`src/dj_pkg.sv`:
```
// shared constants, types and the leap-year rule of the mars date converter
// no dependencies
package dj_pkg;

	// field widths
	localparam int YEAR_W     = 12;
	localparam int MONTH_W    = 5;
	localparam int SOL_W      = 5;
	localparam int COUNT_W    = 22;
	localparam int JULIAN_W   = 56;
	localparam int SOL_LEN_W  = 33;
	localparam int BASE_W     = 54;
	localparam int ALU_W      = 56;
	localparam int CFG_IDX_W  = 4;
	localparam int CFG_DATA_W = 64;

	// year saturation
	localparam int YEAR_LIMIT = 4096;
	localparam logic [YEAR_W-1:0] YEAR_MAX = (YEAR_LIMIT > (1 << YEAR_W)) ?
		{YEAR_W{1'b1}} : YEAR_W'(YEAR_LIMIT - 1);

	// calendar constants
	localparam logic [9:0] SOLS_YEAR      = 10'd668;
	localparam logic [9:0] SOLS_LEAP_YEAR = 10'd669;
	localparam logic [4:0] MONTH_LONG     = 5'd28;
	localparam logic [4:0] MONTH_SHORT    = 5'd27;
	localparam logic [MONTH_W-1:0] LEAP_MONTH = 5'd24;
	localparam logic [2:0] SHORT_EVERY    = 3'd6;

	// modulo counters for the leap rule
	localparam logic [3:0] MOD10_LAST  = 4'd9;
	localparam logic [6:0] MOD100_LAST = 7'd99;
	localparam logic [8:0] MOD500_LAST = 9'd499;

	// register indexes
	localparam logic [CFG_IDX_W-1:0] REG_SOL_LENGTH = 4'd0;
	localparam logic [CFG_IDX_W-1:0] REG_BASE_JULIAN = 4'd1;

	// reset values
	localparam logic [SOL_LEN_W-1:0] SOL_LENGTH_RST = 33'd4413041323;
	localparam logic [BASE_W-1:0] BASE_JULIAN_RST = 54'd10331638532168998;

	// multiplier steps
	localparam logic [4:0] MUL_LAST = 5'(COUNT_W - 1);

	typedef struct packed {
		logic [SOL_LEN_W-1:0] sol_length;
		logic [BASE_W-1:0]    base_julian;
	} cfg_t;

	typedef struct packed {
		logic [ALU_W-1:0] a;
		logic [ALU_W-1:0] b;
		logic             sub;
	} alu_req_t;

	// odd years, and tens that are not hundreds, unless a multiple of 500
	function automatic logic leap_year(input logic odd, input logic [3:0] m10,
			input logic [6:0] m100, input logic [8:0] m500);
		return odd | ((m10 == 4'd0) & ((m500 == 9'd0) | (m100 != 7'd0)));
	endfunction

endpackage

```
`src/dj_ifs.sv`:
```
// stream and register-write interfaces of the mars date converter
// depends on dj_pkg
interface dj_in_if;
	import dj_pkg::*;
	logic               valid;
	logic               ready;
	logic [YEAR_W-1:0]  mars_year;
	logic [MONTH_W-1:0] month_number;
	logic [SOL_W-1:0]   sol_of_month;
	modport source (output valid, mars_year, month_number, sol_of_month, input ready);
	modport sink (input valid, mars_year, month_number, sol_of_month, output ready);
endinterface

interface dj_out_if;
	import dj_pkg::*;
	logic                valid;
	logic                ready;
	logic [COUNT_W-1:0]  sol_count;
	logic [JULIAN_W-1:0] julian_fixed;
	modport source (output valid, sol_count, julian_fixed, input ready);
	modport sink (input valid, sol_count, julian_fixed, output ready);
endinterface

interface dj_cfg_if;
	import dj_pkg::*;
	logic                  valid;
	logic                  ready;
	logic [CFG_IDX_W-1:0]  index;
	logic [CFG_DATA_W-1:0] data;
	modport source (output valid, index, data, input ready);
	modport sink (input valid, index, data, output ready);
endinterface

```
`src/dj_cfg_regs.sv`:
```
// configuration registers: sol length and julian date of sol zero
// depends on dj_pkg and dj_cfg_if
module dj_cfg_regs
	import dj_pkg::*;
(
	input  logic     clk,
	input  logic     arst_n,
	dj_cfg_if.sink   cfg_ch,
	output cfg_t     cfg
);

	logic [SOL_LEN_W-1:0] sol_length_q;
	logic [BASE_W-1:0]    base_julian_q;

	// writes are always taken
	assign cfg_ch.ready = 1'b1;

	// register write, unknown indexes are dropped
	always_ff @(posedge clk or negedge arst_n) begin
		if (!arst_n) begin
			sol_length_q  <= SOL_LENGTH_RST;
			base_julian_q <= BASE_JULIAN_RST;
		end else if (cfg_ch.valid) begin
			if (cfg_ch.index == REG_SOL_LENGTH) begin
				sol_length_q <= cfg_ch.data[SOL_LEN_W-1:0];
			end else if (cfg_ch.index == REG_BASE_JULIAN) begin
				base_julian_q <= cfg_ch.data[BASE_W-1:0];
			end
		end
	end

	assign cfg.sol_length  = sol_length_q;
	assign cfg.base_julian = base_julian_q;

endmodule

```
`src/dj_alu.sv`:
```
// shared add/subtract unit used by the year, month, sol and multiply steps of the sequencer
// depends on dj_pkg
module dj_alu
	import dj_pkg::*;
(
	input  alu_req_t         req,
	output logic [ALU_W:0]   sum
);

	logic [ALU_W:0] a_ext;
	logic [ALU_W:0] b_ext;

	// one extra bit so a subtraction shows its sign
	assign a_ext = {1'b0, req.a};
	assign b_ext = req.sub ? ~{1'b0, req.b} : {1'b0, req.b};
	assign sum   = a_ext + b_ext + (ALU_W+1)'(req.sub);

endmodule

```
`src/dj_seq.sv`:
```
// sequencer: year loop, month loop, sol offset, shift-add multiply, output word
// depends on dj_pkg, dj_in_if, dj_out_if; drives the shared dj_alu
module dj_seq
	import dj_pkg::*;
(
	input  logic           clk,
	input  logic           arst_n,
	dj_in_if.sink          in_ch,
	dj_out_if.source       out_ch,
	input  cfg_t           cfg,
	output alu_req_t       alu_req,
	input  logic [ALU_W:0] alu_sum
);

	typedef enum logic [5:0] {
		ST_IDLE   = 6'b000001,
		ST_YEARS  = 6'b000010,
		ST_MONTHS = 6'b000100,
		ST_SOL    = 6'b001000,
		ST_MUL    = 6'b010000,
		ST_DONE   = 6'b100000
	} state_t;

	state_t              state_q;
	logic                out_valid_q;
	logic [YEAR_W-1:0]   yr_q;
	logic [YEAR_W-1:0]   yidx_q;
	logic [3:0]          m10_q;
	logic [6:0]          m100_q;
	logic [8:0]          m500_q;
	logic                leap_q;
	logic [MONTH_W-1:0]  month_q;
	logic [MONTH_W-1:0]  midx_q;
	logic [2:0]          m6_q;
	logic [SOL_W:0]      sm1_q;
	logic                sol_zero_q;
	logic [ALU_W-1:0]    acc_q;
	logic [COUNT_W-1:0]  cnt_q;
	logic [COUNT_W-1:0]  mplier_q;
	logic [ALU_W-1:0]    mcand_q;
	logic [4:0]          bit_q;
	logic [COUNT_W-1:0]  out_cnt_q;
	logic [JULIAN_W-1:0] out_jul_q;

	logic                leap_now;
	logic                years_done;
	logic                months_done;
	logic                minus_one;
	logic                out_load;
	logic [4:0]          month_len;
	logic [YEAR_W-1:0]   year_sat;

	// derived control
	assign leap_now    = leap_year(yidx_q[0], m10_q, m100_q, m500_q);
	assign years_done  = (yidx_q == yr_q);
	assign months_done = (midx_q >= month_q);
	assign minus_one   = sol_zero_q & (acc_q == '0);
	assign out_load    = (state_q == ST_DONE) & (~out_valid_q | out_ch.ready);
	assign month_len   = ((m6_q == SHORT_EVERY) ? MONTH_SHORT : MONTH_LONG) +
		5'((midx_q == LEAP_MONTH) & leap_q);
	assign year_sat    = (32'(in_ch.mars_year) >= YEAR_LIMIT) ? YEAR_MAX : in_ch.mars_year;

	assign in_ch.ready     = (state_q == ST_IDLE);
	assign out_ch.valid    = out_valid_q;
	assign out_ch.sol_count    = out_cnt_q;
	assign out_ch.julian_fixed = out_jul_q;

	// operand select for the shared adder
	always_comb begin
		alu_req.a   = acc_q;
		alu_req.b   = '0;
		alu_req.sub = 1'b0;
		unique case (state_q)
			ST_YEARS: begin
				alu_req.b = ALU_W'(leap_now ? SOLS_LEAP_YEAR : SOLS_YEAR);
			end
			ST_MONTHS: begin
				alu_req.b = ALU_W'(month_len);
			end
			ST_SOL: begin
				if (minus_one) begin
					alu_req.a   = ALU_W'(cfg.base_julian);
					alu_req.b   = ALU_W'(cfg.sol_length);
					alu_req.sub = 1'b1;
				end else begin
					alu_req.b = {{(ALU_W-SOL_W-1){sm1_q[SOL_W]}}, sm1_q};
				end
			end
			ST_MUL: begin
				alu_req.b = mplier_q[0] ? mcand_q : '0;
			end
			default: begin
				alu_req.b = '0;
			end
		endcase
	end

	// state and output handshake
	always_ff @(posedge clk or negedge arst_n) begin
		if (!arst_n) begin
			state_q     <= ST_IDLE;
			out_valid_q <= 1'b0;
		end else begin
			unique case (state_q)
				ST_IDLE: if (in_ch.valid) state_q <= ST_YEARS;
				ST_YEARS: if (years_done) state_q <= ST_MONTHS;
				ST_MONTHS: if (months_done) state_q <= ST_SOL;
				ST_SOL: state_q <= minus_one ? ST_DONE : ST_MUL;
				ST_MUL: if (bit_q == MUL_LAST) state_q <= ST_DONE;
				ST_DONE: if (out_load) state_q <= ST_IDLE;
				default: state_q <= ST_IDLE;
			endcase
			if (out_load) begin
				out_valid_q <= 1'b1;
			end else if (out_ch.ready) begin
				out_valid_q <= 1'b0;
			end
		end
	end

	// datapath registers
	always_ff @(posedge clk) begin
		unique case (state_q)
			ST_IDLE: begin
				if (in_ch.valid) begin
					yr_q       <= year_sat;
					month_q    <= in_ch.month_number;
					sm1_q      <= {1'b0, in_ch.sol_of_month} - (SOL_W+1)'(1);
					sol_zero_q <= (in_ch.sol_of_month == '0);
					acc_q      <= '0;
					yidx_q     <= '0;
					m10_q      <= '0;
					m100_q     <= '0;
					m500_q     <= '0;
				end
			end
			ST_YEARS: begin
				if (years_done) begin
					leap_q <= leap_now;
					midx_q <= MONTH_W'(1);
					m6_q   <= 3'd1;
				end else begin
					acc_q  <= alu_sum[ALU_W-1:0];
					yidx_q <= yidx_q + YEAR_W'(1);
					m10_q  <= (m10_q == MOD10_LAST) ? '0 : m10_q + 4'd1;
					m100_q <= (m100_q == MOD100_LAST) ? '0 : m100_q + 7'd1;
					m500_q <= (m500_q == MOD500_LAST) ? '0 : m500_q + 9'd1;
				end
			end
			ST_MONTHS: begin
				if (!months_done) begin
					acc_q  <= alu_sum[ALU_W-1:0];
					midx_q <= midx_q + MONTH_W'(1);
					m6_q   <= (m6_q == SHORT_EVERY) ? 3'd1 : m6_q + 3'd1;
				end
			end
			ST_SOL: begin
				if (minus_one) begin
					// sol zero of month 0 or 1 of year zero: count is all ones, date clamps at zero
					cnt_q <= '1;
					acc_q <= alu_sum[ALU_W] ? '0 : alu_sum[ALU_W-1:0];
				end else begin
					cnt_q    <= alu_sum[COUNT_W-1:0];
					mplier_q <= alu_sum[COUNT_W-1:0];
					mcand_q  <= ALU_W'(cfg.sol_length);
					acc_q    <= ALU_W'(cfg.base_julian);
					bit_q    <= '0;
				end
			end
			ST_MUL: begin
				acc_q    <= alu_sum[ALU_W-1:0];
				mplier_q <= mplier_q >> 1;
				mcand_q  <= mcand_q << 1;
				bit_q    <= bit_q + 5'd1;
			end
			ST_DONE: begin
				if (out_load) begin
					out_cnt_q <= cnt_q;
					out_jul_q <= acc_q[JULIAN_W-1:0];
				end
			end
			default: begin
				acc_q <= acc_q;
			end
		endcase
	end

endmodule

```
`src/darian_date_to_julian_day.sv`:
```
// Mars calendar date to sol count and Julian date (32 fraction bits). One date
// word is worked at a time on a single shared 56-bit adder, which sums the elapsed
// years, then the elapsed months and the sol offset, then runs a shift-add
// multiply by the sol length; the multiply is skipped for sol zero of month 0 or 1
// of year zero. in_ch.ready is high only between dates; a finished word waits in
// the output register while the next date is taken. Register writes (index 0 sol
// length, index 1 Julian date of sol zero) are always accepted and must only come
// while the block is idle.
// depends on dj_pkg, dj_ifs, dj_cfg_regs, dj_alu, dj_seq
module darian_date_to_julian_day
	import dj_pkg::*;
(
	input  logic      clk,
	input  logic      arst_n,
	dj_in_if.sink     in_ch,
	dj_out_if.source  out_ch,
	dj_cfg_if.sink    cfg_ch
);

	cfg_t           cfg;
	alu_req_t       alu_req;
	logic [ALU_W:0] alu_sum;

	// register file
	dj_cfg_regs u_cfg (
		.clk    (clk),
		.arst_n (arst_n),
		.cfg_ch (cfg_ch),
		.cfg    (cfg)
	);

	// shared adder
	dj_alu u_alu (
		.req (alu_req),
		.sum (alu_sum)
	);

	// sequencer
	dj_seq u_seq (
		.clk     (clk),
		.arst_n  (arst_n),
		.in_ch   (in_ch),
		.out_ch  (out_ch),
		.cfg     (cfg),
		.alu_req (alu_req),
		.alu_sum (alu_sum)
	);

endmodule

```
`src/flat_wrapper.sv`:
```
// flat-port wrapper written by rule: the top's interface ports become plain ports
module darian_date_to_julian_day_flat import dj_pkg::*;
  (clk, arst_n, in_ch_valid, in_ch_mars_year, in_ch_month_number, in_ch_sol_of_month, in_ch_ready, out_ch_valid, out_ch_sol_count, out_ch_julian_fixed, out_ch_ready, cfg_ch_valid, cfg_ch_index, cfg_ch_data, cfg_ch_ready);
  dj_in_if in_ch_i ();
  dj_out_if out_ch_i ();
  dj_cfg_if cfg_ch_i ();
  input  logic clk;
  input  logic arst_n;
  input wire logic [$bits(in_ch_i.valid)-1:0] in_ch_valid;
  input wire logic [$bits(in_ch_i.mars_year)-1:0] in_ch_mars_year;
  input wire logic [$bits(in_ch_i.month_number)-1:0] in_ch_month_number;
  input wire logic [$bits(in_ch_i.sol_of_month)-1:0] in_ch_sol_of_month;
  output wire logic [$bits(in_ch_i.ready)-1:0] in_ch_ready;
  output wire logic [$bits(out_ch_i.valid)-1:0] out_ch_valid;
  output wire logic [$bits(out_ch_i.sol_count)-1:0] out_ch_sol_count;
  output wire logic [$bits(out_ch_i.julian_fixed)-1:0] out_ch_julian_fixed;
  input wire logic [$bits(out_ch_i.ready)-1:0] out_ch_ready;
  input wire logic [$bits(cfg_ch_i.valid)-1:0] cfg_ch_valid;
  input wire logic [$bits(cfg_ch_i.index)-1:0] cfg_ch_index;
  input wire logic [$bits(cfg_ch_i.data)-1:0] cfg_ch_data;
  output wire logic [$bits(cfg_ch_i.ready)-1:0] cfg_ch_ready;
  assign in_ch_i.valid = in_ch_valid;
  assign in_ch_i.mars_year = in_ch_mars_year;
  assign in_ch_i.month_number = in_ch_month_number;
  assign in_ch_i.sol_of_month = in_ch_sol_of_month;
  assign in_ch_ready = in_ch_i.ready;
  assign out_ch_valid = out_ch_i.valid;
  assign out_ch_sol_count = out_ch_i.sol_count;
  assign out_ch_julian_fixed = out_ch_i.julian_fixed;
  assign out_ch_i.ready = out_ch_ready;
  assign cfg_ch_i.valid = cfg_ch_valid;
  assign cfg_ch_i.index = cfg_ch_index;
  assign cfg_ch_i.data = cfg_ch_data;
  assign cfg_ch_ready = cfg_ch_i.ready;
  darian_date_to_julian_day u_core (.clk(clk), .arst_n(arst_n), .in_ch(in_ch_i), .out_ch(out_ch_i), .cfg_ch(cfg_ch_i));
endmodule
```
`config.mk`:
```
export PLATFORM = sky130hd
export DESIGN_NAME = darian_date_to_julian_day_flat
export DESIGN_NICKNAME = d
export VERILOG_FILES = /design/src/dj_pkg.sv /design/src/dj_ifs.sv /design/src/dj_cfg_regs.sv /design/src/dj_alu.sv /design/src/dj_seq.sv /design/src/darian_date_to_julian_day.sv /design/src/flat_wrapper.sv
export SDC_FILE = /design/constraint.sdc
export NUM_CORES = 1
export LEC_CHECK = 0
export BUFFER_PORTS_ARGS = -buffer_cell sky130_fd_sc_hd__buf_2
export CORE_MARGIN = 2
export CORE_UTILIZATION = 60
export DETAILED_ROUTE_END_ITERATION = 7
export PLACE_DENSITY = 0.86
export SLEW_MARGIN = 10
export SYNTH_ARGS = -nofsm -noshare
export SYNTH_HDL_FRONTEND = slang
export SYNTH_SLANG_ARGS = --single-unit
```
`constraint.sdc`:
```
create_clock -name clk -period 9.2 [get_ports clk]
set_input_delay 0.46 -clock clk [delete_from_list [all_inputs] [get_ports clk]]
set_output_delay 0.46 -clock clk [all_outputs]
set_load 0.02 [all_outputs]
```
== Word level (Yosys, flattened, before mapping) ==
Index checks and enable logic that the tools add are counted.
Word-level totals
  logic and storage cells: 140
  bits in registers: 398
  output and inout bits: 81
Cells by class
  bitwise logic cells: 10
  muxes and demuxes: 53
  $lt $le $gt $ge: 1
  reductions and logical operators: 21
  equality and inequality tests: 22
  add/sub/neg operators: 11
Operators with widths (count)
  56-bit two-way mux: 10
  56-bit case mux with 5 select lines: 1
  56-bit case mux with 4 select lines: 1
  56-bit case mux with 2 select lines: 1
  56-bit by 57-bit adder with 57-bit output: 1
  57-bit by 1-bit adder with 57-bit output: 1
  57-bit two-way mux: 1
  56-bit inverter with 57-bit output: 1
  56-bit logical NOT: 1
  22-bit case mux with 2 select lines: 1
  6-bit two-way mux: 6
  6-bit case mux with 6 select lines: 1
  9-bit two-way mux: 3
  12-bit two-way mux: 2
  12-bit case mux with 2 select lines: 1
  22-bit two-way mux: 1
  7-bit two-way mux: 3
  5-bit case mux with 2 select lines: 2
  9-bit case mux with 2 select lines: 1
  2-bit inequality test (second input constant): 8
  5-bit two-way mux: 3
  7-bit case mux with 2 select lines: 1
  12-bit by 1-bit adder with 12-bit output (second input constant): 1
  12-bit equality test: 1
  other kinds (38): 65

== Logic depth before layout (Yosys ltp) ==
Gate-level depths: netlist of run 1.
  depth after elaboration: 13
  mapped depth: 23
  depth with buffers taken out: 22

== By module ==
A second synthesis of run 1 with hierarchy kept.
Second synthesis, totals
  cell total of the unflattened synthesis: 1763
  area, all modules: 21202.8 µm²
By module, submodules not included
  dj_seq: instances 1, area each 13795.7 µm², cells an instance 1040
  dj_alu: instances 1, area each 3838.7 µm², cells an instance 535
  dj_cfg_regs: instances 1, area each 3568.4 µm², cells an instance 188

== Worst setup path after synthesis of run 1 ==
OpenSTA, ideal clock, no wires.
  kind: register to register
  start point: reg u_core.u_seq.state_q[1]
  end point: reg u_core.u_seq.acc_q[0], enable pin
  clock period less this slack: 7760 ps
  setup time: 608 ps
  required time: 8592 ps
  stages on the path, launching flop included: 6
  arrival: 7152 ps
  path slack: 1440 ps
  buffers on the path: 1
  path through: dfrtp_1 > or4_1 > nor3b_1 > clkbuf_1 > nor4_1 > nor4_1
Between the ends
  longest elaborated chain between the ends: 3
  elaborated cells between the ends (all ways): 10
  those cells by class: eq/ne: 8; reduce/logical: 2
Ends and longest elaborated chain
  from (decl): line dj_seq.sv:24  | state_t state_q;
  from (signal assigned): line dj_seq.sv:108  | ST_SOL: state_q <= minus_one ? ST_DONE : ST_MUL;
  6-bit by 1-bit equality test with 1-bit output (tied with other cells): line dj_seq.sv:123  | unique case (state_q)
  5-bit nonzero test (no line) / 2-bit inequality test (equally long branches)
  4-bit AND reduction (no line) *
  to (signal assigned): line dj_seq.sv:143  | acc_q <= alu_sum[ALU_W-1:0];
  to (signal assigned): line dj_seq.sv:152  | acc_q <= alu_sum[ALU_W-1:0];
  to (signal assigned): line dj_seq.sv:161  | acc_q <= alu_sum[ALU_W] ? '0 : alu_sum[ALU_W-1:0];
  to (decl): line dj_seq.sv:37  | logic [ALU_W-1:0] acc_q;
Every way passes the cells marked *; elsewhere a longest branch is shown, timed or not.
A chain may end at the register's enable or synchronous reset.

== Worst setup path after layout of run 1 ==
  start point: reg u_core.u_seq.acc_q[33]
  end point: reg u_core.u_seq.acc_q[0], data pin
Between the ends
  longest elaborated chain between the ends: 11
  elaborated cells between the ends (all ways): 17
  those cells by class: add/sub: 2; mux: 12; bitwise: 2; reduce/logical: 1
Ends and longest elaborated chain
  56-bit logical NOT: line dj_seq.sv:57  | assign minus_one = sol_zero_q & (acc_q == '0);
  1-bit AND: line dj_seq.sv:57
  56-bit two-way mux: line dj_seq.sv:81  | if (minus_one) begin
  56-bit case mux with 4 select lines: line dj_seq.sv:73  | unique case (state_q)
  56-bit inverter with 57-bit output: line dj_alu.sv:15  | assign b_ext = req.sub ? ~{1'b0, req.b} : {1'b0, req.b};
  57-bit two-way mux: line dj_alu.sv:15
  56-bit by 57-bit adder with 57-bit output: line dj_alu.sv:16  | assign sum = a_ext + b_ext + (ALU_W+1)'(req.sub);
  57-bit by 1-bit adder with 57-bit output: line dj_alu.sv:16
  56-bit two-way mux: line dj_seq.sv:161
  56-bit two-way mux: line dj_seq.sv:158  | if (minus_one) begin
  56-bit case mux with 5 select lines *: line dj_seq.sv:123
Every way passes the cells marked *; elsewhere a longest branch is shown, timed or not. The select of a mux whose other input is x is not followed.

==> results of run 1 <==
==> metal layers <==
layer	part of all wire	vias up	track usage	wire [um]
li1	-	6632	-	-
met1	0.40	7158	0.3990	20200
met2	0.47	750	0.4607	23470
met3	0.087	156	0.04184	4354
met4	0.043	0	0.1194	2179
met5	0	-	0	0
==> through the flow <==
stage | setup slack (ps) | area [um^2]
floorplan | 1440 | 20100
global placement | 1985 | 21380
detailed placement | 1934 | 21380
CTS | 1937 | 22730
global route | 1481 | 22740
finish | 1796 | 22740
==> cells by family (layout without fill, tap and decap cells) <==
group	count (synthesis)	count (layout)
other cells	1	2
buf+inv	121	306
flops	398	398
xor+xnor	96	96
compound gates	403	403
fa+ha+maj	79	79
mux	87	87
simple gates	542	542
==> power by group <==
group | total [mW] | internal [mW] | switching [mW] | leakage, nW
logic | 1.90 | 0.686 | 1.21 | 4.89
clock network | 1.65 | 0.955 | 0.691 | 0.648
registers | 2.97 | 2.58 | 0.397 | 3.98
total | 6.51 | 4.22 | 2.30 | 9.52
==> sequential cells by signal, indices dropped and copies added (netlist names), 5 cells and up <==
signal	flops
u_core.u_seq.acc_q	56
u_core.u_seq.mcand_q	56
u_core.u_seq.out_ch.julian_fixed	56
u_core.u_cfg.base_julian_q	54
u_core.u_cfg.sol_length_q	33
u_core.u_seq.cnt_q	22
u_core.u_seq.mplier_q	22
u_core.u_seq.out_ch.sol_count	22
u_core.u_seq.yidx_q	12
u_core.u_seq.yr_q	12
u_core.u_seq.m500_q	9
u_core.u_seq.m100_q	7
u_core.u_seq.sm1_q	6
u_core.u_seq.state_q	6
u_core.u_seq.bit_q	5
u_core.u_seq.midx_q	5
u_core.u_seq.month_q	5
==> cell usage after synthesis (7+ instances only) <==
cell type,n
a21o_1,107
a21oi_1,80
a31oi_1,10
and2_1,29
and3_1,10
clkbuf_1,64
dfrtp_1,56
dfstp_2,38
edfxtp_1,304
ha_1,78
inv_1,46
mux2_2,87
nand2_1,282
nand3_1,30
nand3b_1,7
nand4_1,20
nor2_1,90
nor3_1,14
nor4_1,27
o211ai_1,29
o21ai_0,61
o21ai_1,8
o21ai_2,42
o21bai_1,14
xnor2_1,48
xor2_1,48
==> area by class of cell <==
| cell class | count | area, um^2 | share of cell area |
|---|---|---|---|
| sequential | 398 | 11530 | 0.5070 |
| multi-input combinational | 1208 | 8149 | 0.3584 |
| clock buffer | 62 | 1187 | 0.05222 |
| timing repair buffer | 184 | 988.4 | 0.04347 |
| tap | 448 | 560.5 | 0.02465 |
| inverter | 46 | 172.7 | 0.007594 |
| clock inverter | 14 | 148.9 | 0.006548 |
| antenna | 1 | 2.502 | 0.0001101 |
==> timing repair <==
| item | CTS | global route |
|---|---|---|
| setup endpoints to repair | 0 | 0 |
| setup buffers | 0 | 0 |
| endpoints found under the hold margin | 11 | 0 |
| hold buffers | 1 | 0 |
==> worst register-to-register path, stage by stage, from the launching register on <==
cell and delay, ps:
edfxtp_1 430, nor4_1 690, nand4_1 350, or4_1 830, nand2_1 150, o21ai_0 100
a222oi_1 440, inv_1 160, fa_1 450, a21o_1 210, a221o_1 390, a311oi_2 320
o211ai_2 200, a2111oi_2 550, or2_2 260, o21ai_2 100, a211oi_2 300, o21ai_2 120
a31oi_4 560, buf_12 380, o21ai_0 150
==> path summary, 6_finish.rpt <==
path                       cells after the start  slack [ps]                           startpoint                                         end
max                                           20        1800     u_core.u_seq.acc_q[33]$_DFFE_PP_             u_core.u_seq.acc_q[0]$_DFFE_PP_
min                                            1          80                in_ch_month_number[0]           u_core.u_seq.month_q[0]$_DFFE_PP_
max in group asynchronous                      3        7470                               arst_n   u_core.u_cfg.sol_length_q[30]$_DFFE_PN0P_
min in group asynchronous                      2         350                               arst_n  u_core.u_cfg.base_julian_q[51]$_DFFE_PN0P_
min reg2reg                                    0         420  u_core.u_seq.cnt_q[2]$_SDFFCE_PP1P_  u_core.u_seq.out_ch.sol_count[2]$_DFFE_PP_
max reg2reg                                   20        1800     u_core.u_seq.acc_q[33]$_DFFE_PP_             u_core.u_seq.acc_q[0]$_DFFE_PP_
==> flow_summary_export.csv, run 1 <==
group,metric,value,unit
timing,max_freq,135.1,MHz
outcome,outcome,"finished clean",
timing,finalCritPeriodShare,0.8048,
global_routing,grt_usage,0.2880,
detailed_routing,dr.pass1.iters,6,
synth,netlist_area,20100,um^2
timing,hold_viol_final,0,
detailed_routing,drcViolationCount,0,
timing,relSlewSlack,0.2136,
final_layout,layout_commonest_cell,"edfxtp_1",
synth,synth.distinct_cells,72,
timing,finalSetupViolations,0,
synth,synth_fa_ha_area_frac,0.04955,
worst_setup_path,cp.buffers_inverters,2,
min_path,min_path_type,"in -> reg",
synth,synth_mux_area_frac,0.04874,
placement,port_buffers,164,
synth,synthCells,1727,
synth,synth_area_leaders,"edfxtp_1 45%, dfrtp_1 7.0%, nand2_1 5.3%",
synth,yosys.area_share.xor_xnor,0.04183,
global_routing,overflow,0,
final_layout,fillers,2348,
final_layout,stdcell_count,2361,
global_routing,grt_pass1_wl,79.75,mm
worst_setup_path,cp-end-kind,"register",
cts,cts_tree,"done",
global_routing,antenna_found_initial,1,
synth,ys_seq_elements,398,
synth,async_flop_share,0.2362,
synth,synth_flop_cell,"edfxtp_1",
cts,cts_resized,0,
floorplan,ios,176,
final_layout,drive_above_1_share,0.2270,
worst_setup_path,slowest_delay,820,ps
floorplan,dieArea,34980,um^2
power_and_ir_drop,power.total,6.514,mW
worst_setup_path,cp_cell_sequence,"nor4_1 > nand4_1 > or4_1 > nand2_1 > o21ai_0 > a222oi_1 > inv_1 > fa_1 > a21o_1 > a221o_1 > a311oi_2 > o211ai_2 > a2111oi_2 > or2_2 > o21ai_2 > a211oi_2 > o21ai_2 > a31oi_4 > buf_12 > o21ai_0",
floorplan,core-area,33280,um^2
synth,avgSynthCellArea,11.64,um^2
worst_setup_path,worstPathMaxFanout,43,
power_and_ir_drop,p_per_area,286.5,nW/um^2
final_layout,mostFrequentLayoutCells,"304 x edfxtp_1, 281 x nand2_1, 163 x buf_2",
timing,finalMaxSlewViolations,0,
cts,root_buffer,"clkbuf_16",
global_routing,grt_pass1_vias,14830,
cts,worstSkewPairLatency,560,ps
cts,cts_buffer_depth,3,
timing,hold-worst-slack,81.93,ps
placement,placed_cells,2283,
power_and_ir_drop,power.leakage,9.516,nW
timing,finalSetupTns,0,ps
floorplan,num_rows,67,
detailed_routing,drt_iter0_markers,1562,
synth,yosysWarnings,0,
synth,synth-seq-area-share,0.5735,
cts,cts_sinks,398,
worst_setup_path,criticalPathCategory,"reg -> reg",
cts,numCtsBuffers,41,
synth,synth-compound-area-share,0.1392,
timing,skew,25.79,ps
worst_setup_path,slowest_stage,"or4_1",
worst_setup_path,crit_family,"compound AO/OA/AOI/OAI gates",
placement,dpl.hpwl,34.46,mm
synth,synth_top_family_by_area,"compound AO/OA/AOI/OAI gates",
synth,yosys.area_share.simple,0.1223,
floorplan,die_x,187.0,um
cts,h-tree-depth,2,
detailed_routing,wl_per_cell,21.26,um
worst_setup_path,crit_required,9490,ps
timing,fin_crit,7404,ps
power_and_ir_drop,ir_worst_vdd,0.0002426,V
flow_run,drv_cap,0,
worst_setup_path,startpoint_type,"register",
floorplan,start_util,0.6040,
detailed_routing,routed_via_density,6.224,
synth,synth_area_leader_cell,"edfxtp_1",
detailed_routing,ant_nets,0,
detailed_routing,via_count,14696,
placement,place.gp.congestion,0.9708,
global_routing,grt_start_max_net_pins,96,
synth,synthesis.nets,1901,
worst_setup_path,worst_ep_arrival_time,7690,ps
detailed_routing,wl,50.20,mm
final_layout,area_growth_syn_to_layout,13.11,%
floorplan,die_h,187.0,um
timing,tightestPinTransition,1180,ps
timing,rsz0062_at_grt,"false",
final_layout,fin_util,0.6832,
synth,yosysTopAreaCellShare,0.4541,
final_layout,nNetsFinal,2053,
cts,path_clk_slew,60,ps
synth,synth-edff-count,304,
No activity file was read; power rests on OpenSTA's default activity.
==> inputs of run 2 (changes only) <==
Clock period 9.2 ns to 7.4 ns, I/O delays scaled along.
==> run 2 against run 1 <==
Register-to-register slack lost 1200 ps. Largest power group unchanged. Critical path type unchanged. Design area grew 1.0%. Core utilization up 0.70 points. Worst setup slack got worse by 1200 ps. Non-clock buffer count rose by 21. Clock power up 25%.
==> flow_summary_export.csv, run 2 (same netlist as run 1, synthesis figures left out) <==
group,metric,value,unit
outcome,outcome,"finished clean",
global_routing,grt_pass1_wl,78.63,mm
timing,hold_viol_final,0,
detailed_routing,dr.pass1.iters,6,
timing,finalCritPeriodShare,0.9232,
placement,place.gp.congestion,0.9856,
detailed_routing,wl_per_cell,21.00,um
detailed_routing,drt_iter0_markers,1632,
worst_setup_path,worstPathMaxFanout,15,
worst_setup_path,criticalPathCategory,"reg -> reg",
timing,tightestPinTransition,1135,ps
timing,finalMaxSlewViolations,0,
cts,cts_tree,"done",
final_layout,drive_above_1_share,0.2307,
final_layout,mostFrequentLayoutCells,"304 x edfxtp_1, 281 x nand2_1, 163 x buf_2",
detailed_routing,routed_via_density,6.180,
detailed_routing,ant_nets,0,
power_and_ir_drop,ir_worst_vdd,0.0002110,V
worst_setup_path,cp-end-kind,"register",
power_and_ir_drop,power.leakage,9.634,nW
timing,rsz0062_at_grt,"false",
timing,relSlewSlack,0.2430,
final_layout,area_growth_syn_to_layout,14.28,%
final_layout,layout_commonest_cell,"edfxtp_1",
timing,fin_crit,6832,ps
global_routing,overflow,0,
global_routing,grt_usage,0.2848,
power_and_ir_drop,p_per_area,354.9,nW/um^2
min_path,min_path_type,"in -> reg",
global_routing,antenna_found_initial,3,
worst_setup_path,worst_ep_arrival_time,7110,ps
flow_run,drv_cap,0,
cts,root_buffer,"clkbuf_16",
detailed_routing,wl,50.04,mm
timing,finalSetupTns,0,ps
floorplan,ios,176,
final_layout,fin_util,0.6903,
cts,post_cts.repair.setup_buffers,0,
timing,max_freq,146.4,MHz
floorplan,die_h,187.0,um
timing,skew,19.32,ps
worst_setup_path,startpoint_type,"register",
detailed_routing,drcViolationCount,0,
placement,dpl.hpwl,34.42,mm
cts,path_clk_slew,60,ps
cts,cts_sinks,398,
floorplan,die_x,187.0,um
global_routing,grt_pass1_vias,14343,
final_layout,fillers,2319,
floorplan,core-area,33280,um^2
worst_setup_path,rrSetupSlack,570,ps
worst_setup_path,crit_required,7670,ps
cts,h-tree-depth,2,
floorplan,start_util,0.6040,
floorplan,dieArea,34980,um^2
cts,cts_buffer_depth,3,
cts,worstSkewPairLatency,550,ps
global_routing,grt_start_max_net_pins,79,
cts,ctsHoldBuffers,14,
timing,finalSetupViolations,0,
placement,port_buffers,164,
cts,numCtsBuffers,41,
cts,cts_resized,0,
final_layout,nNetsFinal,2074,
floorplan,num_rows,67,
timing,hold-worst-slack,9.383,ps
detailed_routing,via_count,14728,
[run 2: worst max-delay path: stages (launching register included)]
cell and delay (ps):
edfxtp_1 430, nor4_1 590, nand4_1 320, nor4_1 420
buf_4 250, nor2_4 40, nand2_1 580, o211ai_1 180
ha_1 420, and3_1 220, a221o_1 410, a311oi_2 340
o211ai_2 210, a2111oi_2 570, or2_2 250, o21ai_2 90
a211oi_2 330, o21ai_2 130, a31oi_4 260, buf_4 340
o21ai_0 160
[run 2: final cells by class]
type / instances / area, um^2 / share of cell area
Tap cell: 448 / 560.5 / 0.02440
Timing Repair Buffer: 205 / 1181 / 0.05142
Clock buffer: 60 / 1221 / 0.05316
Inverter: 46 / 172.7 / 0.007516
Sequential cell: 398 / 11530 / 0.5019
Multi-Input combinational cell: 1208 / 8158 / 0.3551
Antenna cell: 2 / 5.005 / 0.0002179
Clock inverter: 16 / 145.1 / 0.006318
[run 2: layer usage]
layer / vias to the layer above / wire length (um) / global-route usage
met1: 7102 / 20410 / 0.3955
li1: 6677 / - / -
met2: 797 / 22910 / 0.4531
met5: - / 13 / 0
met3: 150 / 4570 / 0.04447
met4: 2 / 2133 / 0.1157
[run 2: final timing paths]
check,start,to,cells past startpoint
setup / recovery,u_core.u_seq.acc_q[33]$_DFFE_PP_,u_core.u_seq.acc_q[2]$_DFFE_PP_,20
hold / removal,in_ch_mars_year[4],u_core.u_seq.yr_q[4]$_DFFE_PP_,1
max in group asynchronous,arst_n,u_core.u_seq.out_ch.valid$_DFFE_PN0P_,3
min in group asynchronous,arst_n,u_core.u_cfg.base_julian_q[38]$_DFFE_PN0P_,2
setup reg to reg,u_core.u_seq.acc_q[33]$_DFFE_PP_,u_core.u_seq.acc_q[2]$_DFFE_PP_,20
hold reg to reg,u_core.u_seq.cnt_q[8]$_SDFFCE_PP1P_,u_core.u_seq.out_ch.sol_count[8]$_DFFE_PP_,0
[run 2: power breakdown]
group | switching (mW) | internal, mW
combinational | 1.52 | 0.868
clock | 0.853 | 1.22
sequential | 0.490 | 3.20
total | 2.86 | 5.29
[run 2: through the flow]
| step | power (mW) | std cells | cell area (um^2) | setup slack (ps) |
|---|---|---|---|---|
| floorplan | 5.249 | 1727 | 20110 | 13.29 |
| global placement | 5.893 | 2290 | 21440 | 853.2 |
| detailed placement | 6.019 | 2290 | 21440 | 795.4 |
| CTS | 8.101 | 2380 | 22950 | 732.5 |
| global route | 8.513 | 2383 | 22970 | 333.1 |
| finish | 8.152 | 2383 | 22970 | 568.2 |
